`src/rtl/rc_link_frame_parser_top_assert.svh`:
```
// Assertion macros shared by the frame parser RTL.
// Included by the modules that carry concurrent checks; no other dependencies.
`ifndef RC_LINK_FRAME_PARSER_TOP_ASSERT_SVH
`define RC_LINK_FRAME_PARSER_TOP_ASSERT_SVH

// Same-cycle implication, reset masked.
`define RCLFP_ASSERT_NOW(label, clk, rst_n, ante, cons, msg) \
	label: assert property (@(posedge clk) disable iff (!rst_n) (ante) |-> (cons)) \
		else $error(msg);

// Next-cycle implication, reset masked.
`define RCLFP_ASSERT_NEXT(label, clk, rst_n, ante, cons, msg) \
	label: assert property (@(posedge clk) disable iff (!rst_n) (ante) |=> (cons)) \
		else $error(msg);

`endif

```
`src/rtl/rclfp_pkg.sv`:
```
// Types, constants and the CRC-8 step function of the RC link frame parser.
// No dependencies; used by the result interface and every module.
package rclfp_pkg;

	localparam int POS_W      = 7;
	localparam int CHAN_IDX_W = 4;
	localparam int LEN_W      = 6;
	localparam int CHAN_BITS  = 11;
	localparam int CFG_IDX_W  = 1;
	localparam int CFG_DATA_W = 8;

	localparam logic [7:0] CRC_POLY      = 8'hD5;
	localparam logic [7:0] SYNC_RESET    = 8'd200;
	localparam logic [7:0] RC_TYPE_RESET = 8'd22;

	// configuration register indexes
	localparam logic [CFG_IDX_W-1:0] REG_SYNC    = 1'b0;
	localparam logic [CFG_IDX_W-1:0] REG_RC_TYPE = 1'b1;

	typedef enum logic [1:0] {
		ST_NONE = 2'd0,
		ST_ERR  = 2'd1,
		ST_IGN  = 2'd2,
		ST_CHAN = 2'd3
	} status_t;

	typedef enum logic {
		FSM_IDLE = 1'b0,
		FSM_EMIT = 1'b1
	} fsm_state_t;

	typedef struct packed {
		logic take_byte;
		logic emit_chan;
	} ctl_cmd_t;

	typedef struct packed {
		logic out_free;
		logic rc_good;
		logic chan_last;
	} dp_sts_t;

	// CRC-8, MSB first, one byte
	function automatic logic [7:0] crc8_step(input logic [7:0] crc, input logic [7:0] b);
		logic [7:0] c;
		c = crc ^ b;
		for (int i = 0; i < 8; i++) begin
			c = c[7] ? ((c << 1) ^ CRC_POLY) : (c << 1);
		end
		return c;
	endfunction

endpackage

```
`src/rtl/rclfp_byte_if.sv`:
```
// Byte input channel: valid/ready handshake carrying one received byte.
// Depends on nothing.
interface rclfp_byte_if;
	logic       valid;
	logic       ready;
	logic [7:0] byte_in;

	modport source (output valid, output byte_in, input ready);
	modport sink (input valid, input byte_in, output ready);
endinterface

```
`src/rtl/rclfp_res_if.sv`:
```
// Result channel: valid/ready handshake carrying one parser result item.
// Depends on rclfp_pkg.
interface rclfp_res_if import rclfp_pkg::*; ();
	logic                  valid;
	logic                  ready;
	status_t               status;
	logic [7:0]            frame_kind;
	logic [LEN_W-1:0]      frame_len;
	logic [CHAN_IDX_W-1:0] chan_index;
	logic [CHAN_BITS-1:0]  chan_value;
	logic                  last;

	modport source (output valid, output status, output frame_kind, output frame_len,
		output chan_index, output chan_value, output last, input ready);
	modport sink (input valid, input status, input frame_kind, input frame_len,
		input chan_index, input chan_value, input last, output ready);
endinterface

```
`src/rtl/rclfp_ctrl.sv`:
```
// Controller FSM: byte intake versus channel burst emission.
// Depends on rclfp_pkg and the assertion macro header.
`include "rc_link_frame_parser_top_assert.svh"

module rclfp_ctrl import rclfp_pkg::*; (
	input  logic     clk,
	input  logic     arst_n,
	input  logic     in_valid,
	input  dp_sts_t  sts,
	output ctl_cmd_t cmd,
	output logic     in_ready
);

	fsm_state_t state_q, state_nxt;

	always_ff @(posedge clk or negedge arst_n) begin
		if (!arst_n) begin
			state_q <= FSM_IDLE;
		end else begin
			state_q <= state_nxt;
		end
	end

	always_comb begin
		state_nxt = state_q;
		unique case (state_q)
			FSM_IDLE: begin
				if (in_valid && sts.out_free && sts.rc_good) state_nxt = FSM_EMIT;
			end
			FSM_EMIT: begin
				if (sts.out_free && sts.chan_last) state_nxt = FSM_IDLE;
			end
		endcase
	end

	always_comb begin
		in_ready      = 1'b0;
		cmd.take_byte = 1'b0;
		cmd.emit_chan = 1'b0;
		unique case (state_q)
			FSM_IDLE: begin
				in_ready      = sts.out_free;
				cmd.take_byte = in_valid && sts.out_free;
			end
			FSM_EMIT: begin
				cmd.emit_chan = sts.out_free;
			end
		endcase
	end

	`RCLFP_ASSERT_NOW(a_no_intake_in_burst, clk, arst_n, state_q == FSM_EMIT, !in_ready, "byte taken during channel burst")
	`RCLFP_ASSERT_NEXT(a_good_frame_bursts, clk, arst_n, cmd.take_byte && sts.rc_good, state_q == FSM_EMIT, "good RC frame did not start a burst")

endmodule

```
`src/rtl/rclfp_dpath.sv`:
```
// Datapath: config registers, frame tracking, CRC, payload shift line,
// channel unpacker and the result output register. Depends on rclfp_pkg and the assertion macro header.
`include "rc_link_frame_parser_top_assert.svh"

module rclfp_dpath import rclfp_pkg::*; #(
	parameter int MAX_FRAME_BYTES  = 64,
	parameter int NUM_CHANNELS     = 16,
	parameter int RC_PAYLOAD_BYTES = 22
) (
	input  logic                  clk,
	input  logic                  arst_n,
	input  logic                  cfg_we,
	input  logic [CFG_IDX_W-1:0]  cfg_index,
	input  logic [CFG_DATA_W-1:0] cfg_data,
	input  logic [7:0]            byte_in,
	input  ctl_cmd_t              cmd,
	output dp_sts_t               sts,
	input  logic                  out_ready,
	output logic                  out_valid,
	output status_t               status,
	output logic [7:0]            frame_kind,
	output logic [LEN_W-1:0]      frame_len,
	output logic [CHAN_IDX_W-1:0] chan_index,
	output logic [CHAN_BITS-1:0]  chan_value,
	output logic                  last
);

	localparam int PAY_W = RC_PAYLOAD_BYTES * 8;
	localparam logic [7:0]            LEN_MAX  = 8'(MAX_FRAME_BYTES - 2);
	localparam logic [POS_W-1:0]      EXP_RC   = POS_W'(RC_PAYLOAD_BYTES + 4);
	localparam logic [LEN_W-1:0]      LEN_RC   = LEN_W'(RC_PAYLOAD_BYTES + 2);
	localparam logic [CHAN_IDX_W-1:0] CHAN_END = CHAN_IDX_W'(NUM_CHANNELS - 1);

	logic [7:0]            sync_q, rctype_q;
	logic [POS_W-1:0]      pos_q, exp_q;
	logic [7:0]            crc_q, kind_q;
	logic [PAY_W-1:0]      pay_q, unp_q;
	logic [CHAN_IDX_W-1:0] chan_q;

	logic                  out_vld_q;
	status_t               out_status_q;
	logic [7:0]            out_kind_q;
	logic [LEN_W-1:0]      out_len_q;
	logic [CHAN_IDX_W-1:0] out_idx_q;
	logic [CHAN_BITS-1:0]  out_val_q;
	logic                  out_last_q;

	logic       is_hunt, is_len, is_data, is_crc;
	logic       len_bad, crc_ok, kind_ok, len_rc;
	logic [7:0] crc_nxt;
	status_t    byte_status;
	logic [7:0] byte_kind;
	logic [LEN_W-1:0] byte_len;
	logic [POS_W-1:0] frame_len_full;

	// byte classification from the frame position
	always_comb begin
		is_hunt = (pos_q == '0);
		is_len  = (pos_q == POS_W'(1));
		is_data = !is_hunt && !is_len &&
			(({1'b0, pos_q} + 8'd1) < {1'b0, exp_q});
		is_crc  = !is_hunt && !is_len && !is_data;
		len_bad = (byte_in < 8'd2) || (byte_in > LEN_MAX);
		crc_ok  = (byte_in == crc_q);
		kind_ok = (kind_q == rctype_q);
		len_rc  = (exp_q == EXP_RC);
		crc_nxt = crc8_step(crc_q, byte_in);
		frame_len_full = exp_q - POS_W'(2);
	end

	assign sts.out_free  = !out_vld_q || out_ready;
	assign sts.rc_good   = is_crc && crc_ok && kind_ok && len_rc;
	assign sts.chan_last = (chan_q == CHAN_END);

	// single result for an ordinary byte
	always_comb begin
		byte_status = ST_NONE;
		byte_kind   = '0;
		byte_len    = '0;
		if (is_len) begin
			byte_status = len_bad ? ST_ERR : ST_NONE;
		end else if (is_crc) begin
			priority if (!crc_ok) begin
				byte_status = ST_ERR;
			end else if (!kind_ok) begin
				byte_status = ST_IGN;
				byte_kind   = kind_q;
				byte_len    = frame_len_full[LEN_W-1:0];
			end else begin
				// RC type with wrong payload length (good frames never load here)
				byte_status = ST_ERR;
				byte_kind   = kind_q;
				byte_len    = frame_len_full[LEN_W-1:0];
			end
		end
	end

	// config and frame control state
	always_ff @(posedge clk or negedge arst_n) begin
		if (!arst_n) begin
			sync_q    <= SYNC_RESET;
			rctype_q  <= RC_TYPE_RESET;
			pos_q     <= '0;
			exp_q     <= '0;
			crc_q     <= '0;
			kind_q    <= '0;
			chan_q    <= '0;
			out_vld_q <= 1'b0;
		end else begin
			if (cfg_we) begin
				unique case (cfg_index)
					REG_SYNC:    sync_q   <= cfg_data;
					REG_RC_TYPE: rctype_q <= cfg_data;
				endcase
			end
			if (cmd.take_byte) begin
				if (is_hunt) begin
					if (byte_in == sync_q) pos_q <= POS_W'(1);
				end else if (is_len) begin
					if (len_bad) begin
						pos_q <= '0;
						exp_q <= '0;
					end else begin
						exp_q <= byte_in[POS_W-1:0] + POS_W'(2);
						crc_q <= '0;
						pos_q <= POS_W'(2);
					end
				end else if (is_data) begin
					crc_q <= crc_nxt;
					if (pos_q == POS_W'(2)) kind_q <= byte_in;
					pos_q <= pos_q + POS_W'(1);
				end else begin
					pos_q <= '0;
					exp_q <= '0;
					if (sts.rc_good) chan_q <= '0;
				end
			end
			if (cmd.emit_chan) chan_q <= chan_q + CHAN_IDX_W'(1);
			if ((cmd.take_byte && !sts.rc_good) || cmd.emit_chan) begin
				out_vld_q <= 1'b1;
			end else if (out_ready) begin
				out_vld_q <= 1'b0;
			end
		end
	end

	// payload shift line, unpacker and output payload
	always_ff @(posedge clk) begin
		if (cmd.take_byte && is_data && pos_q != POS_W'(2)) begin
			pay_q <= {byte_in, pay_q[PAY_W-1:8]};
		end
		if (cmd.take_byte && sts.rc_good) begin
			unp_q <= pay_q;
		end else if (cmd.emit_chan) begin
			unp_q <= unp_q >> CHAN_BITS;
		end
		if (cmd.emit_chan) begin
			out_status_q <= ST_CHAN;
			out_kind_q   <= kind_q;
			out_len_q    <= LEN_RC;
			out_idx_q    <= chan_q;
			out_val_q    <= unp_q[CHAN_BITS-1:0];
			out_last_q   <= sts.chan_last;
		end else if (cmd.take_byte && !sts.rc_good) begin
			out_status_q <= byte_status;
			out_kind_q   <= byte_kind;
			out_len_q    <= byte_len;
			out_idx_q    <= '0;
			out_val_q    <= '0;
			out_last_q   <= 1'b1;
		end
	end

	assign out_valid  = out_vld_q;
	assign status     = out_status_q;
	assign frame_kind = out_kind_q;
	assign frame_len  = out_len_q;
	assign chan_index = out_idx_q;
	assign chan_value = out_val_q;
	assign last       = out_last_q;

	`RCLFP_ASSERT_NOW(a_frame_len_sane, clk, arst_n, pos_q >= POS_W'(2), exp_q >= POS_W'(4), "frame body without a valid length")
	`RCLFP_ASSERT_NOW(a_single_is_last, clk, arst_n, out_vld_q && out_status_q != ST_CHAN, out_last_q, "non-channel result not marked last")

endmodule

```
`src/rtl/rc_link_frame_parser_top.sv`:
```
// Top level of the RC link frame parser.
// Depends on rclfp_pkg, rclfp_byte_if, rclfp_res_if, rclfp_ctrl, rclfp_dpath.
//
// Usage:
//  - rx carries one received serial byte per item (valid/ready).
//  - res carries result items: status, frame_kind, frame_len, chan_index,
//    chan_value and last. Every byte gives one item with last set, except the
//    CRC byte of a good RC frame, which gives NUM_CHANNELS channel items,
//    the final one marked last.
//  - cfg_we/cfg_index/cfg_data write sync_value (index 0) and rc_frame_type
//    (index 1); write only while the parser is idle.
// Timing:
//  - An accepted byte shows its result in the output register on the next
//    cycle; a new byte can be taken every cycle while results drain.
//  - A good RC frame loads the unpacker from the payload register with the CRC
//    byte, then gives one channel per cycle while res is ready, out of an 11-bit
//    shift of the unpacker: rx is held not ready until the last channel is emitted.
// Reset (arst_n low): hunting for sync, CRC/type cleared, config back to
//   200 and 22, output register empty.
// Stall: when res is not ready the output register holds its item and rx
//   ready drops; nothing is lost or repeated.
`include "rc_link_frame_parser_top_assert.svh"

module rc_link_frame_parser_top import rclfp_pkg::*; #(
	parameter int MAX_FRAME_BYTES  = 64,
	parameter int NUM_CHANNELS     = 16,
	parameter int RC_PAYLOAD_BYTES = 22
) (
	input  logic                  clk,
	input  logic                  arst_n,
	rclfp_byte_if.sink            rx,
	rclfp_res_if.source           res,
	input  logic                  cfg_we,
	input  logic [CFG_IDX_W-1:0]  cfg_index,
	input  logic [CFG_DATA_W-1:0] cfg_data
);

	ctl_cmd_t cmd;
	dp_sts_t  sts;
	logic     in_ready;

	assign rx.ready = in_ready;

	// control: byte intake vs channel burst
	rclfp_ctrl u_ctrl (
		.clk      (clk),
		.arst_n   (arst_n),
		.in_valid (rx.valid),
		.sts      (sts),
		.cmd      (cmd),
		.in_ready (in_ready)
	);

	// datapath: parsing state, CRC, payload and output register
	rclfp_dpath #(
		.MAX_FRAME_BYTES  (MAX_FRAME_BYTES),
		.NUM_CHANNELS     (NUM_CHANNELS),
		.RC_PAYLOAD_BYTES (RC_PAYLOAD_BYTES)
	) u_dpath (
		.clk        (clk),
		.arst_n     (arst_n),
		.cfg_we     (cfg_we),
		.cfg_index  (cfg_index),
		.cfg_data   (cfg_data),
		.byte_in    (rx.byte_in),
		.cmd        (cmd),
		.sts        (sts),
		.out_ready  (res.ready),
		.out_valid  (res.valid),
		.status     (res.status),
		.frame_kind (res.frame_kind),
		.frame_len  (res.frame_len),
		.chan_index (res.chan_index),
		.chan_value (res.chan_value),
		.last       (res.last)
	);

	// an item is only accepted while the output slot can take its result
	`RCLFP_ASSERT_NEXT(a_accept_loads_output, clk, arst_n, rx.valid && rx.ready && !sts.rc_good, res.valid, "accepted byte produced no result")

endmodule

```
`src/flat_wrapper.sv`:
```
// flat-port wrapper written by rule: the top's interface ports become plain ports
module rc_link_frame_parser_top_flat import rclfp_pkg::*;
#(
	parameter int MAX_FRAME_BYTES  = 64,
	parameter int NUM_CHANNELS     = 16,
	parameter int RC_PAYLOAD_BYTES = 22
)
  (clk, arst_n, cfg_we, cfg_index, cfg_data, rx_valid, rx_byte_in, rx_ready, res_valid, res_status, res_frame_kind, res_frame_len, res_chan_index, res_chan_value, res_last, res_ready);
  rclfp_byte_if rx_i ();
  rclfp_res_if res_i ();
  input  logic clk;
  input  logic arst_n;
  input  logic cfg_we;
  input  logic [CFG_IDX_W-1:0] cfg_index;
  input  logic [CFG_DATA_W-1:0] cfg_data;
  input wire logic [$bits(rx_i.valid)-1:0] rx_valid;
  input wire logic [$bits(rx_i.byte_in)-1:0] rx_byte_in;
  output wire logic [$bits(rx_i.ready)-1:0] rx_ready;
  output wire logic [$bits(res_i.valid)-1:0] res_valid;
  output wire logic [$bits(res_i.status)-1:0] res_status;
  output wire logic [$bits(res_i.frame_kind)-1:0] res_frame_kind;
  output wire logic [$bits(res_i.frame_len)-1:0] res_frame_len;
  output wire logic [$bits(res_i.chan_index)-1:0] res_chan_index;
  output wire logic [$bits(res_i.chan_value)-1:0] res_chan_value;
  output wire logic [$bits(res_i.last)-1:0] res_last;
  input wire logic [$bits(res_i.ready)-1:0] res_ready;
  assign rx_i.valid = rx_valid;
  assign rx_i.byte_in = rx_byte_in;
  assign rx_ready = rx_i.ready;
  assign res_valid = res_i.valid;
  assign res_status = res_i.status;
  assign res_frame_kind = res_i.frame_kind;
  assign res_frame_len = res_i.frame_len;
  assign res_chan_index = res_i.chan_index;
  assign res_chan_value = res_i.chan_value;
  assign res_last = res_i.last;
  assign res_i.ready = res_ready;
  rc_link_frame_parser_top #(.MAX_FRAME_BYTES(MAX_FRAME_BYTES), .NUM_CHANNELS(NUM_CHANNELS), .RC_PAYLOAD_BYTES(RC_PAYLOAD_BYTES)) u_core (.clk(clk), .arst_n(arst_n), .rx(rx_i), .res(res_i), .cfg_we(cfg_we), .cfg_index(cfg_index), .cfg_data(cfg_data));
endmodule
```
`config.mk`:
```
export PLATFORM = sky130hd
export DESIGN_NAME = rc_link_frame_parser_top_flat
export DESIGN_NICKNAME = d
export VERILOG_FILES = /design/src/rtl/rclfp_pkg.sv /design/src/rtl/rclfp_byte_if.sv /design/src/rtl/rclfp_res_if.sv /design/src/rtl/rclfp_ctrl.sv /design/src/rtl/rclfp_dpath.sv /design/src/rtl/rc_link_frame_parser_top.sv /design/src/flat_wrapper.sv
export VERILOG_INCLUDE_DIRS = /design/src /design/src/rtl
export SDC_FILE = /design/constraint.sdc
export NUM_CORES = 1
export LEC_CHECK = 0
export BUFFER_PORTS_ARGS = -buffer_cell sky130_fd_sc_hd__buf_4
export CAP_MARGIN = 5
export CORE_MARGIN = 2
export CORE_UTILIZATION = 55
export CTS_CLUSTER_DIAMETER = 30
export CTS_CLUSTER_SIZE = 20
export DETAILED_ROUTE_END_ITERATION = 6
export PLACE_DENSITY = 0.72
export SLEW_MARGIN = 30
export SYNTH_ARGS = -nofsm -noshare
export SYNTH_HDL_FRONTEND = slang
export SYNTH_SLANG_ARGS = --single-unit
```
`constraint.sdc`:
```
create_clock -name clk -period 15.25 [get_ports clk]
set_input_delay 0 -clock clk [delete_from_list [all_inputs] [get_ports clk]]
set_output_delay 0 -clock clk [all_outputs]
set_load 0.05 [all_outputs]
```
# After elaboration in Yosys (flattened, before gate mapping)
# Index checks and enable logic that the tools add are counted.
[classes] add_sub_neg=5 magnitude_cmp=3 eq_ne=14 muxes=54 bitwise=13 reduce_logical=35
[op_table] cell="$mux W176" n=2
[op_table] cell="$mux W8" n=16
[op_table] cell="$mux W7" n=7
[op_table] cell="$not A5 Y5" n=8
[op_table] cell="$mux W4" n=8
[op_table] cell="$eq A8 B8 Y1" n=3
[op_table] cell="$mux W11" n=2
[op_table] cell="$mux W6" n=3
[op_table] cell="$logic_and A1 B1 Y1" n=13
[op_table] cell="$reduce_bool A2 Y1" n=6
[op_table] cell="$mux W1" n=10
[op_table] cell="$mux W2" n=5
[op_table] cell="$ne A2 B2 Y1 const B" n=5
[op_table] cell="$reduce_and A5 Y1" n=2
[op_table] cell="$add A7 B1 Y8 const B" n=1
[op_table] cell="$gt A8 B6 Y1 const B" n=1
[op_table] cell="$lt A8 B2 Y1 const B" n=1
[op_table] cell="$lt A8 B7 Y1" n=1
[op_table] cell="$xor A8 B8 Y8" n=1
[op_table] cell="$add A7 B1 Y7 const B" n=1
[op_table] cell="$add A7 B2 Y7 const B" n=1
[op_table] cell="$eq A7 B1 Y1 const B" n=1
[op_table] cell="$eq A7 B2 Y1 const B" n=1
[op_table] cell="$eq A7 B5 Y1 const B" n=1
[op_table] cell="other kinds (13)" n=24
[word_totals] ff_bits=436 in_bits=22 output_inout_bits=34 elab_cells=141

# Depth between registers and ports, before layout
# Gate-level depths: netlist of the first run.
[logic_depth] ltp_word=19 depth_mapped=12 mapped_depth_nobuf=10

# Hierarchy
# A second synthesis of the first run with hierarchy kept.
[hier_totals] hier_cells=950 area_unflattened_um2=17282.8
[by_module_without_submodules] mod="rclfp_dpath" instances=1 cells_each=944 area_each_um2=17214.0 seq_area_each_um2=12734.7
[by_module_without_submodules] mod="rclfp_ctrl" instances=1 cells_each=6 area_each_um2=68.8 seq_area_each_um2=25.0

# Worst setup path before layout of the first run
# No wires, ideal clock.
[synth_path] path_type="reg-to-reg" start="register u_core.u_dpath.pos_q[1]" end="register u_core.u_dpath.pay_q[0] (enable)" t_arrival_ns=10.917 required_ns=14.480 setup_slack_ns=3.563 stages_incl_launch_ff=11 period_less_slack_ns=11.687 path_cell_list="dfrtp_1 ha_1 nand2_1 xnor2_1 ha_1 a21o_1 a21o_1 a211o_1 or3_1 clkbuf_1 a21oi_1"
[synth_between] elab_chain_len=6 elab_cells_between_ends=11 classes_between="add/sub: 1; order compare: 1; eq/ne: 2; reduce/logical: 7"
[synth_lines] element="from (decl)" line="rclfp_dpath.sv:35" source="logic [POS_W-1:0] pos_q, exp_q;"
[synth_lines] element="from (signal assigned)" line="rclfp_dpath.sv:131" source="pos_q <= pos_q + POS_W'(1);"
[synth_lines] element="branches (longest 5 deep; another with $add A7 B1 Y8)"
[synth_lines] element="$logic_and A1 B1 Y1 (*)" line="rclfp_dpath.sv:149" source="if (cmd.take_byte && is_data && pos_q != POS_W'(2)) begin"
[synth_lines] element="to (signal assigned)" line="rclfp_dpath.sv:150" source="pay_q <= {byte_in, pay_q[PAY_W-1:8]};"
[synth_lines] element="to (decl)" line="rclfp_dpath.sv:37" source="logic [PAY_W-1:0] pay_q, unp_q;"
# Every way passes the cells marked *.
# A chain may end at the register's enable or synchronous reset.

# Worst setup path after layout of the first run
[layout_path] start="register u_core.u_dpath.pos_q[1]" end="register u_core.u_dpath.unp_q[128] (enable)"
[layout_between] elab_chain_len=11 elab_cells_between_ends=15 classes_between="add/sub: 1; order compare: 1; eq/ne: 1; reduce/logical: 12"
[layout_lines] element="branches (longest 5 deep; another with $add A7 B1 Y8)"
[layout_lines] element="$logic_and A1 B1 Y1 (*)" line="rclfp_dpath.sv:62" source="is_crc = !is_hunt && !is_len && !is_data;"
[layout_lines] element="$logic_and A1 B1 Y1 (*) (3 in series)" line="rclfp_dpath.sv:72" source="assign sts.rc_good = is_crc && crc_ok && kind_ok && len_rc;"
[layout_lines] element="$logic_and A1 B1 Y1 (*)" line="rclfp_dpath.sv:152" source="if (cmd.take_byte && sts.rc_good) begin"
[layout_lines] element="$reduce_bool A2 Y1 (no line) (*)"
[layout_lines] element="to (signal assigned)" line="rclfp_dpath.sv:153" source="unp_q <= pay_q;"
[layout_lines] element="to (signal assigned)" line="rclfp_dpath.sv:155" source="unp_q <= unp_q >> CHAN_BITS;"
[layout_lines] element="to (decl)" line="rclfp_dpath.sv:37"
# Marks and branches as above.

==> summary.txt, run 1 <==
Run status
  • Status: finished, final reports clean

Yosys
  • Seq/Total Area, Yosys: 73.11%
  • Mapped Cells: 926
  • Synth top area share: 64.70%
  • Yosys cell types: 61
  • Main flop type after synthesis: edfxtp_1
  • Synth Net Count: 962
  • Syn Area/Cell: 18.85 um2
  • Synthesized area: 0.01745 mm2
  • Register bit total from synthesis: 436
  • EDFF count, synth: 376
  • Synth top area cells: edfxtp_1 65%, mux2_4 8.6%, dfrtp_1 6.6%
  • Synth area leader: edfxtp_1
  • Warnings, synthesis: 0
  • Ys async rst share: 11.93%

Clock tree
  • Clk buf depth: 3
  • Skew-Pair Late Insertion Delay: 0.58 ns
  • Total CTS buffers: 78
  • CTS tree: done
  • Sink Count: 436
  • Root Buffer: clkbuf_16
  • Htree depth: 3
  • Reg clk slew, reported paths: 0.05 ns
  • Post-CTS Setup Bufs: 0

Hold path
  • Hold WC Path Type: in2async

Timing
  • RSZ-0062 raised after global routing: no
  • Hold slack: 0.01393 ns
  • Fmax: 204.9 MHz
  • Slew at the pin closest to its max-slew limit: 0.8631 ns
  • Max-slew violations: 0
  • Final Hold Fails: 0
  • Max_slew headroom: 42.46%
  • Final WS setup: 10.37 ns
  • Tcrit/Tclk final: 32.00%
  • Final setup vio count: 0
  • Post-route setup TNS: 0 ns
  • Fin Clk Skew: 0.03423 ns
  • Crit path time final: 4.880 ns

Drt
  • Average vias per placed instance: 5.399
  • Avg WL per Cell: 18.56 um
  • Via Count: 8222
  • Post-DRT Antenna Nets: 0
  • WL final: 28.27 mm
  • DRC viols: 0
  • Number of DRC markers in iteration 0: 504
  • DRT Pass-1 Iters: 4

Setup path
  • CP Class: reg2reg
  • Critical path arrival: 5.07 ns
  • Flop2flop setup slack: 10.37 ns
  • Worst path required time: 15.44 ns
  • Endpoint type of the worst setup path: flip-flop
  • Cells on worst reg2reg path: 11
  • Max Fanout on Critical Path: 66
  • CP Launch Type: flip-flop

Place
  • Pre-CTS setup slack: 10.33 ns
  • Port bufs: 55
  • Dpl hpwl: 15.38 mm
  • GP Congestion: 0.7676

Cells and area
  • Fill count: 2056
  • Area delta synth->final: 21.16%
  • Net count, final: 1093
  • Share of cells above drive strength 1: 33.99%
  • Antenna Cells: 0
  • Final core utilization: 67.35%

Global route
  • Initial antenna violation count: 0
  • GRT Total Usage: 17.57%
  • Number of global-route vias before repair: 8797
  • Pin count of the biggest net entering global routing: 177
  • Global-route wire length before repair: 45.88 mm
  • GR Overflow Total: 0

Die
  • Die X-Extent: 182.1 um
  • IO Pins: 56
  • Std cell rows: 65
  • Initial Util: 55.59%
  • DIE AREA: 0.03317 mm2
  • DIE HEIGHT: 182.1 um
  • CORE AREA: 0.03139 mm2

Job
  • Max Cap Violations: 0

Power
  • Peak VDD IR: 0.0001186 V
  • P per Cell Area: 171.2 mW/mm2
  • Pleak: 0.007043 uW
sequential cells by signal (all words and copies together), names as in the netlist:
name                       flops
u_core.u_dpath.sync_q          8
u_core.u_dpath.unp_q         176
u_core.u_dpath.frame_len       6
u_core.u_dpath.chan_q          4
u_core.u_dpath.rctype_q        8
u_core.u_dpath.last            1
u_core.u_ctrl.state_q          1
u_core.u_dpath.kind_q          8
u_core.u_dpath.frame_kind      8
u_core.u_dpath.status          2
u_core.u_dpath.pos_q           7
u_core.u_dpath.out_valid       1
u_core.u_dpath.chan_index      4
u_core.u_dpath.crc_q           8
u_core.u_dpath.pay_q         176
u_core.u_dpath.exp_q           7
u_core.u_dpath.chan_value     11
path summary, 6_finish.rpt:
| path | from | end |
|---|---|---|
| min | arst_n | u_core.u_dpath.rctype_q[0]$_DFFE_PN0P_ |
| min reg2reg | u_core.u_dpath.pay_q[171]$_DFFE_PP_ | u_core.u_dpath.pay_q[163]$_DFFE_PP_ |
| max | u_core.u_dpath.pos_q[1]$_DFFE_PN0P_ | u_core.u_dpath.unp_q[128]$_DFFE_PP_ |
| max in group asynchronous | arst_n | u_core.u_dpath.pos_q[4]$_DFFE_PN0P_ |
| max reg2reg | u_core.u_dpath.pos_q[1]$_DFFE_PN0P_ | u_core.u_dpath.unp_q[128]$_DFFE_PP_ |
| min in group clk | rx_valid | u_core.u_dpath.pos_q[6]$_DFFE_PN0P_ |
metrics by stage:
step	power, uW	area (um2)	std cells
3_3_place_gp	1870	18170	1357
4_1_cts	3649	21110	1522
6_report	3620	21140	1523
2_1_floorplan	1810	17450	926
5_1_grt	3756	21140	1523
3_5_place_dp	1880	18170	1357
layout by cell type, fill, tap and decap left out, types with 4 or more instances in the layout:
cell | synthesis | routed
nor2_1 | 12 | 12
nor3_1 | 5 | 5
clkinvlp_4 | 0 | 7
xnor2_1 | 42 | 42
clkbuf_16 | 0 | 79
o31ai_1 | 8 | 8
and3_1 | 20 | 20
xor2_1 | 11 | 11
nand3_1 | 9 | 9
dlygate4sd3_1 | 0 | 21
o2bb2ai_1 | 7 | 7
bufinv_16 | 0 | 10
and2_1 | 23 | 23
mux2_4 | 100 | 100
clkinv_1 | 0 | 4
dfxtp_1 | 8 | 8
nand4_1 | 7 | 7
inv_6 | 0 | 10
a211o_1 | 4 | 4
clkbuf_1 | 10 | 10
inv_1 | 12 | 12
edfxtp_1 | 376 | 376
o21ai_0 | 9 | 9
clkinv_2 | 0 | 11
nand2_1 | 29 | 28
buf_4 | 0 | 59
clkbuf_8 | 0 | 6
mux2_2 | 62 | 62
mux2_1 | 28 | 28
ha_1 | 14 | 14
dfrtp_1 | 46 | 46
dfstp_2 | 6 | 6
critical path, cell delays in order, from the launching register on:
cell and delay, ns:
dfrtp_1 0.45, ha_1 0.28, xor2_1 0.17, ha_1 0.30
nand2_1 0.05, o21ai_0 0.21, a211o_1 0.23, nand3_2 0.21
nor3_1 0.31, or2_4 0.60, buf_4 0.80, buf_4 0.79
power by group:
| group | internal (uW) | switching, uW | leakage, uW |
|---|---|---|---|
| Combinational | 150 | 216 | 0.00211 |
| Clock | 1160 | 586 | 0.00131 |
| Sequential | 1440 | 69.6 | 0.00362 |
synth_stat cells, drive strengths merged (10+ instances only):
cell type  count
ha            14
clkbuf        10
nor2          13
xor2          11
buf           23
nand3         11
nand2         29
and2          23
dfrtp         46
xnor2         43
o21ai         13
edfxtp       376
inv           12
and3          20
mux2         190
metal layers:
layer  GRT usage, %  vias up  wire length [um]
met5              0        -                 0
met4          6.419        0               550
met3          3.712       55              1080
met2          30.14      165             14710
met1          22.26     4162             11930
li1               -     3840                 -
cell families (layout without fill, tap and decap cells):
kind of cell	after synthesis	after routing	share of synthesized area, %
flops	436	436	73.11
mux	193	193	14.58
simple gates	131	131	4.302
xor+xnor	54	54	2.753
compound gates	53	53	2.380
buf+inv	45	240	1.864
fa+ha+maj	14	14	1.004
cell type report:
cell class | instances | area (um2) | area share (%)
clock buffers | 95 | 2097 | 9.918
clock inverters | 49 | 629.4 | 2.977
inverters | 12 | 45.04 | 0.2130
multi-input cells | 445 | 4387 | 20.75
flip-flops and latches | 436 | 12760 | 60.35
well taps | 402 | 503.0 | 2.379
repair buffers | 84 | 723.2 | 3.420
timing repair:
action,in CTS,in global routing
endpoints found under the hold margin,93,0
hold buffers,21,0
gates resized for setup,0,0
(Power assumes the default switching activity.)
==> run 2, diff against run 1 <==
Clock period 15.25 ns to 4.8 ns, I/O delays scaled along.
==> run 2 against run 1 <==
Compared with the run above: core utilization grew 0.62 points; fmax is 36% higher; register-to-register slack worse by 9.2 ns; largest cell class unchanged.
==> summary.txt, run 2 (synthesis results as in run 1) <==
Global route
  • Met2 GRT Util: 29.86% (was 30.14%)
  • GR Layer Usage met3: 3.333% (was 3.712%)
  • Number of global-route vias before repair: 8800 (was 8797)
  • Global-route met1 utilization: 21.36% (was 22.26%)
  • Initial antenna violation count: 0 (unchanged)
  • Global-route wire length before repair: 45.16 mm (was 45.88 mm)
  • GRT Total Usage: 17.18% (was 17.57%)
  • Pin count of the biggest net entering global routing: 112 (was 177)
  • GR Overflow Total: 0 (unchanged)
  • Busiest layer in global routing: met2 (unchanged)

Power
  • Peak VDD IR: 0.0003584 V (was 0.0001186 V)
  • Clock Power Share: 49.2% (was 48.2%)
  • Flop pwr share: 41.0% (was 41.7%)
  • Logic pwr share: 9.8% (was 10.1%)
  • NetSw: 2894 uW (was 871.4 uW)
  • Sw Ratio: 24.76% (was 24.07%)
  • Pleak: 0.007107 uW (was 0.007043 uW)
  • Power Internal: 8796 uW (was 2748 uW)
  • P per Cell Area: 547.9 mW/mm2 (was 171.2 mW/mm2)

Job
  • Max Cap Violations: 0 (unchanged)

Cells and area
  • Share of cells above drive strength 1: 35.28% (was 33.99%)
  • Non-filler instance count after layout: 1530 (was 1523)
  • Area delta synth->final: 22.27% (was 21.16%)
  • Antenna Cells: 0 (unchanged)
  • Most common cell after layout, fill and taps aside: edfxtp_1 (unchanged)
  • Finished Cell Area: 0.02134 mm2 (was 0.02114 mm2)
  • Multi-input gate area: 0.004417 mm2 (was 0.004387 mm2)
  • Sequential cell area: 0.01276 mm2 (about the same)
  • Fill count: 2013 (was 2056)
  • Net count, final: 1098 (was 1093)
  • Most frequent cells in the layout: 376 x edfxtp_1, 100 x mux2_4, 79 x clkbuf_16 (unchanged)

Clock tree
  • Root Buffer: clkbuf_16 (unchanged)
  • Resized cells post-CTS: 0 (unchanged)
  • Skew-Pair Late Insertion Delay: 0.59 ns (was 0.58 ns)
  • Sink Count: 436 (unchanged)
  • Clk buf depth: 3 (unchanged)
  • Total CTS buffers: 79 (was 78)
  • Htree depth: 3 (unchanged)
  • CTS tree: done (unchanged)
  • Reg clk slew, reported paths: 0.06 ns (was 0.05 ns)
  • Post-CTS Setup Bufs: 0 (unchanged)

Die
  • DIE AREA: 0.03317 mm2 (unchanged)
  • CORE AREA: 0.03139 mm2 (unchanged)
  • Initial Util: 55.59% (unchanged)
  • Die X-Extent: 182.1 um (unchanged)
  • IO Pins: 56 (unchanged)
  • DIE HEIGHT: 182.1 um (unchanged)
  • Std cell rows: 65 (unchanged)

Drt
  • Average vias per placed instance: 5.372 (was 5.399)
  • DRC viols: 0 (unchanged)
  • WL final: 27.89 mm (was 28.27 mm)
  • DRT Pass-1 Iters: 4 (unchanged)
  • Number of DRC markers in iteration 0: 548 (was 504)
  • Post-DRT Antenna Nets: 0 (unchanged)
  • Avg WL per Cell: 18.23 um (was 18.56 um)
  • Via Count: 8219 (was 8222)

Timing
  • Tcrit/Tclk final: 75.02% (was 32.00%)
  • Hold slack: 0.01978 ns (was 0.01393 ns)
  • Final setup vio count: 0 (unchanged)
  • Max-slew violations: 0 (unchanged)
  • Fmax: 277.7 MHz (was 204.9 MHz)
  • Max_slew headroom: 44.48% (was 42.46%)
  • Crit path time final: 3.601 ns (was 4.880 ns)
  • Final Hold Fails: 0 (unchanged)
  • Final WS setup: 1.199 ns (was 10.37 ns)
  • Fin Clk Skew: 0.04730 ns (was 0.03423 ns)
  • Slew at the pin closest to its max-slew limit: 0.8327 ns (was 0.8631 ns)
  • RSZ-0062 raised after global routing: no (unchanged)

Place
  • Placed Area: 0.01828 mm2 (was 0.01817 mm2)
  • GP Congestion: 0.8078 (was 0.7676)
  • Pre-CTS setup slack: 1.271 ns (was 10.33 ns)
  • Dpl hpwl: 15.62 mm (was 15.38 mm)
  • Port bufs: 55 (unchanged)
  • Placed cells: 1363 (was 1357)

Setup path
  • Worst path required time: 5.01 ns (was 15.44 ns)
  • Delay-heaviest family, CP: compound AO/OA/AOI/OAI gates (was buffers and inverters)
  • Flop2flop setup slack: 1.20 ns (was 10.37 ns)
  • Endpoint type of the worst setup path: flip-flop (unchanged)
  • RR Startpoint: u_core.u_dpath.pos_q[2]$_DFFE_PN0P_ (was u_core.u_dpath.pos_q[1]$_DFFE_PN0P_)
  • Reg2reg end: u_core.u_dpath.pay_q[143]$_DFFE_PP_ (was u_core.u_dpath.unp_q[128]$_DFFE_PP_)
  • Largest stage delay, worst path: 0.67 ns (was 0.80 ns)
  • Cells on worst reg2reg path: 10 (was 11)
  • Stages on worst setup path: 10 (was 11)
  • Most used cell, CP: a21o_1
  • Crit-path cells: and2_4 > nand2_2 > xnor2_2 > ha_1 > a21o_1 > a21o_1 > a211o_1 > or3_4 > a21oi_4 > buf_4 (was ha_1 > xor2_1 > ha_1 > nand2_1 > o21ai_0 > a211o_1 > nand3_2 > nor3_1 > or2_4 > buf_4 > buf_4)
  • CP Launch Type: flip-flop (unchanged)
  • CP max stage cell: buf_4 (unchanged)
  • CP Class: reg2reg (unchanged)
  • Critical path arrival: 3.81 ns (was 5.07 ns)
  • Max Fanout on Critical Path: 65 (was 66)
  • Worst path buffer plus inverter count: 1 (was 2)

Run status
  • Status: finished, final reports clean (unchanged)

Hold path
  • Hold WC Path Type: in2async (unchanged)
## run 2: cell types whose count changed in the layout (fill, tap and decap cells not counted), moves of 3 or more
cell	before	now
clkbuf_8	6	0
clkinv_4	3	12
clkbuf_1	10	6
clkinvlp_4	7	10
buf_12	1	4
clkinv_2	11	6
buf_4	59	64
## run 2: final cells by class
type | count | share of cell area [%]
Sequential cell | 436 | 59.81
Multi-Input combinational cell | 445 | 20.70
Clock buffer | 85 | 9.370
Clock inverter | 62 | 3.987
Timing Repair Buffer | 88 | 3.565
Tap cell | 402 | 2.357
Inverter | 12 | 0.2111
## run 2: power by group through the flow
stage | combinational [uW] | sequential [uW] | clock [uW]
finish | 1140 | 4790 | 5760
global route | 1260 | 4830 | 6040
CTS | 1140 | 4800 | 5850
detailed placement | 1120 | 4860 | 0
global placement | 1110 | 4840 | 0
floorplan | 847 | 4850 | 0
## run 2: through the flow
stage	power (uW)	util [%]	setup TNS (ns)
3_3_place_gp	5947	58.23	0
3_5_place_dp	5980	58.23	0
2_1_floorplan	5693	-	-123.47
4_1_cts	11790	67.95	0
5_1_grt	12120	67.97	0
6_report	11690	67.97	0
## run 2: per-layer routing
layer | up-vias | part of all wire (%)
met5 | - | 0
met4 | 0 | 2.3
met3 | 51 | 3.6
met2 | 145 | 52
met1 | 4167 | 42
li1 | 3856 | -
## run 2: worst max path at each step
stage	startpoint	to	slack, ns
5_1_grt	u_core.u_dpath.pos_q[2]$_DFFE_PN0P_	u_core.u_dpath.pay_q[120]$_DFFE_PP_	0.98
3_3_place_gp	u_core.u_dpath.pos_q[1]$_DFFE_PN0P_	u_core.u_dpath.pay_q[145]$_DFFE_PP_	1.35
2_1_floorplan	u_core.u_dpath.pos_q[1]$_DFFE_PN0P_	u_core.u_dpath.pay_q[0]$_DFFE_PP_	-0.70
6_report	u_core.u_dpath.pos_q[2]$_DFFE_PN0P_	u_core.u_dpath.pay_q[143]$_DFFE_PP_	1.20
4_1_cts	u_core.u_dpath.pos_q[2]$_DFFE_PN0P_	u_core.u_dpath.pay_q[110]$_DFFE_PP_	1.21
3_5_place_dp	u_core.u_dpath.pos_q[1]$_DFFE_PN0P_	u_core.u_dpath.pay_q[115]$_DFFE_PP_	1.27
## run 2: timing repair
action,in CTS,in global routing
endpoints found under the hold margin,95,0
endpoints found under the setup margin,0,0
hold buffers,20,0
==> run 3, diff against run 2 <==
Settings changed: PLACE_DENSITY 0.72 to 0.75.
Clock period 4.8 ns to 3.2 ns, I/O delays scaled along.
==> run 3 against run 2 <==
Compared with the run above: hold slack better by 0.046 ns; highest routed layer unchanged; wire length up 8.3%; non-clock buffer count up 34; clock-buffer cell count increased by 5; critical path depth is 1 higher; clock skew decreased by 0.014 ns; via count up 3.3%; global-route usage is 1.1 points higher; cell area grew 1.6%; setup slack got worse by 1.1 ns; combinational power grew 73%.
==> summary.txt, run 3 (synthesis results as in run 1) <==
Run status
  • Status: finished, final reports clean (unchanged)

Power
  • Power Internal: 12990 uW (was 8796 uW)
  • Pleak: 0.007281 uW (was 0.007107 uW)
  • Clock Power Share: 46.7% (was 49.2%)
  • Logic pwr share: 11.5% (was 9.8%)
  • Flop pwr share: 41.8% (was 41.0%)
  • P per Cell Area: 792.2 mW/mm2 (was 547.9 mW/mm2)
  • Peak VDD IR: 0.0008302 V (was 0.0003584 V)
  • NetSw: 4180 uW (was 2894 uW)
  • Sw Ratio: 24.34% (was 24.76%)

Timing
  • Final setup vio count: 0 (unchanged)
  • Slew at the pin closest to its max-slew limit: 0.7011 ns (was 0.8327 ns)
  • Post-route setup TNS: 0 ns (unchanged)
  • Max-slew violations: 0 (unchanged)
  • Max_slew headroom: 53.16% (was 44.48%)
  • Hold slack: 0.06602 ns (was 0.01978 ns)
  • Fmax: 320.7 MHz (was 277.7 MHz)
  • Final WS setup: 0.08194 ns (was 1.199 ns)
  • Crit path time final: 3.118 ns (was 3.601 ns)
  • Final Hold Fails: 0 (unchanged)
  • Fin Clk Skew: 0.03329 ns (was 0.04730 ns)
  • Tcrit/Tclk final: 97.44% (was 75.02%)

Cells and area
  • Multi-input gate area: 0.004437 mm2 (was 0.004417 mm2)
  • Most common cell after layout, fill and taps aside: edfxtp_1 (unchanged)
  • Most frequent cells in the layout: 376 x edfxtp_1, 100 x mux2_4, 82 x clkbuf_16 (was 376 x edfxtp_1, 100 x mux2_4, 79 x clkbuf_16)
  • Fill count: 1909 (was 2013)
  • Non-filler instance count after layout: 1563 (was 1530)
  • Net count, final: 1132 (was 1098)
  • Antenna Cells: 0 (unchanged)
  • Sequential cell area: 0.01276 mm2 (unchanged)
  • Finished Cell Area: 0.02168 mm2 (was 0.02134 mm2)
  • Area delta synth->final: 24.23% (was 22.27%)
  • Share of cells above drive strength 1: 36.86% (was 35.28%)

Drt
  • Average vias per placed instance: 5.431 (was 5.372)
  • Avg WL per Cell: 19.33 um (was 18.23 um)
  • Number of DRC markers in iteration 0: 588 (was 548)
  • WL final: 30.21 mm (was 27.89 mm)
  • Via Count: 8489 (was 8219)
  • Post-DRT Antenna Nets: 0 (unchanged)
  • DRC viols: 0 (unchanged)
  • DRT Pass-1 Iters: 5 (was 4)

Clock tree
  • CTS tree: done (unchanged)
  • Htree depth: 3 (unchanged)
  • Clk buf depth: 3 (unchanged)
  • Root Buffer: clkbuf_16 (unchanged)
  • Sink Count: 436 (unchanged)
  • Skew-Pair Late Insertion Delay: 0.56 ns (was 0.59 ns)
  • Reg clk slew, reported paths: 0.05 ns (was 0.06 ns)
  • Total CTS buffers: 79 (unchanged)

Global route
  • GR Overflow Total: 0 (unchanged)
  • Global-route wire length before repair: 47.65 mm (was 45.16 mm)
  • GRT Total Usage: 18.33% (was 17.18%)
  • Number of global-route vias before repair: 9005 (was 8800)
  • Initial antenna violation count: 0 (unchanged)
  • Pin count of the biggest net entering global routing: 55 (was 112)

Setup path
  • Critical path arrival: 3.34 ns (was 3.81 ns)
  • Max Fanout on Critical Path: 29 (was 65)
  • Worst path required time: 3.43 ns (was 5.01 ns)
  • Crit-path cells: ha_4 > nand2_2 > xnor2_2 > ha_1 > a21o_1 > a21o_1 > a211o_1 > or3_4 > a21oi_4 > buf_12 > buf_12 (was and2_4 > nand2_2 > xnor2_2 > ha_1 > a21o_1 > a21o_1 > a211o_1 > or3_4 > a21oi_4 > buf_4)
  • CP max stage cell: dfrtp_2 (was buf_4)
  • Endpoint type of the worst setup path: flip-flop (unchanged)
  • Delay-heaviest family, CP: compound AO/OA/AOI/OAI gates (unchanged)
  • Largest stage delay, worst path: 0.47 ns (was 0.67 ns)
  • CP Launch Type: flip-flop (unchanged)
  • Worst path buffer plus inverter count: 2 (was 1)
  • CP Class: reg2reg (unchanged)

Place
  • Port bufs: 55 (unchanged)
  • GP Congestion: 0.8291 (was 0.8078)
  • Placed Area: 0.01872 mm2 (was 0.01828 mm2)
  • Placed cells: 1390 (was 1363)
  • Dpl hpwl: 17.13 mm (was 15.62 mm)
  • Pre-CTS setup slack: -0.001409 ns (was 1.271 ns)

Die
  • DIE HEIGHT: 182.1 um (unchanged)
  • DIE AREA: 0.03317 mm2 (unchanged)
  • CORE AREA: 0.03139 mm2 (unchanged)
  • Initial Util: 55.59% (unchanged)
  • Die X-Extent: 182.1 um (unchanged)
  • Std cell rows: 65 (unchanged)
  • IO Pins: 56 (unchanged)

Job
  • Max Cap Violations: 0 (unchanged)

Hold path
  • Hold WC Path Type: in2reg (was in2async)
## run 3: cell types whose count changed in the layout (fill, tap and decap cells not counted), moves of 3 or more
cell	delta
buf_12	+15
buf_4	+13
bufinv_16	-4
clkbuf_16	+3
clkbuf_8	+3
clkinv_16	-4
clkinv_2	+6
clkinv_4	-7
clkinvlp_4	+3
## run 3: layer usage
metal	vias up	track usage, %	share of wire [%]
li1	3934	-	-
met1	4326	22.57	41
met2	176	32.47	53
met3	53	3.472	3.9
met4	0	6.581	2.0
met5	-	0	0
## run 3: power groups by stage
stage                     registers (uW)  clock network (uW)  logic [uW]
after floorplan                     7270                   0        1280
after global placement              7250                   0        1800
after detailed placement            7290                   0        1840
after CTS                           7200                8130        1870
after global routing                7240                8450        2160
final                               7190                8020        1970
## run 3: tightest hold or removal path: cells and delay by family
family,cells,cell delay (ns)
muxes,1,0.30
and+or+nand+nor,1,0.21
buffers and inverters,1,0.08
## run 3: worst paths after layout
| kind | from | end | slack (ns) | depth (start not counted) |
|---|---|---|---|---|
| hold reg to reg | u_core.u_dpath.pay_q[20]$_DFFE_PP_ | u_core.u_dpath.pay_q[12]$_DFFE_PP_ | 0.44 | 0 |
| min in group asynchronous | arst_n | u_core.u_dpath.sync_q[4]$_DFFE_PN0P_ | 0.09 | 2 |
| setup / recovery | u_core.u_dpath.pos_q[1]$_DFFE_PN0P_ | u_core.u_dpath.pay_q[39]$_DFFE_PP_ | 0.08 | 11 |
| max in group asynchronous | arst_n | u_core.u_dpath.pos_q[0]$_DFFE_PN0P_ | 2.60 | 2 |
| hold / removal | cfg_we | u_core.u_dpath.rctype_q[4]$_DFFE_PN1P_ | 0.07 | 3 |
| setup reg to reg | u_core.u_dpath.pos_q[1]$_DFFE_PN0P_ | u_core.u_dpath.pay_q[39]$_DFFE_PP_ | 0.08 | 11 |
## run 3: cell type report
class | count | area share [%]
clock buffers | 90 | 9.448
flip-flops and latches | 436 | 58.87
inverters | 12 | 0.2078
multi-input cells | 445 | 20.47
repair buffers | 122 | 6.100
well taps | 402 | 2.320
clock inverters | 56 | 2.591
## run 3: per-stage QoR
| step | total power [uW] | utilization [%] |
|---|---|---|
| floorplan | 8551 | - |
| global placement | 9055 | 59.62 |
| detailed placement | 9123 | 59.62 |
| CTS | 17200 | 68.68 |
| global route | 17850 | 69.06 |
| finish | 17170 | 69.06 |
## run 3: repair_timing
| item | CTS | global route |
|---|---|---|
| endpoints found under the hold margin | 95 | 0 |
| gates resized for setup | 1 | 4 |
| pin swaps | 2 | 2 |
| setup buffers | 1 | 3 |
| endpoints found under the setup margin | 7 | 273 |
| hold buffers | 19 | 0 |
| cloned | 1 | 3 |
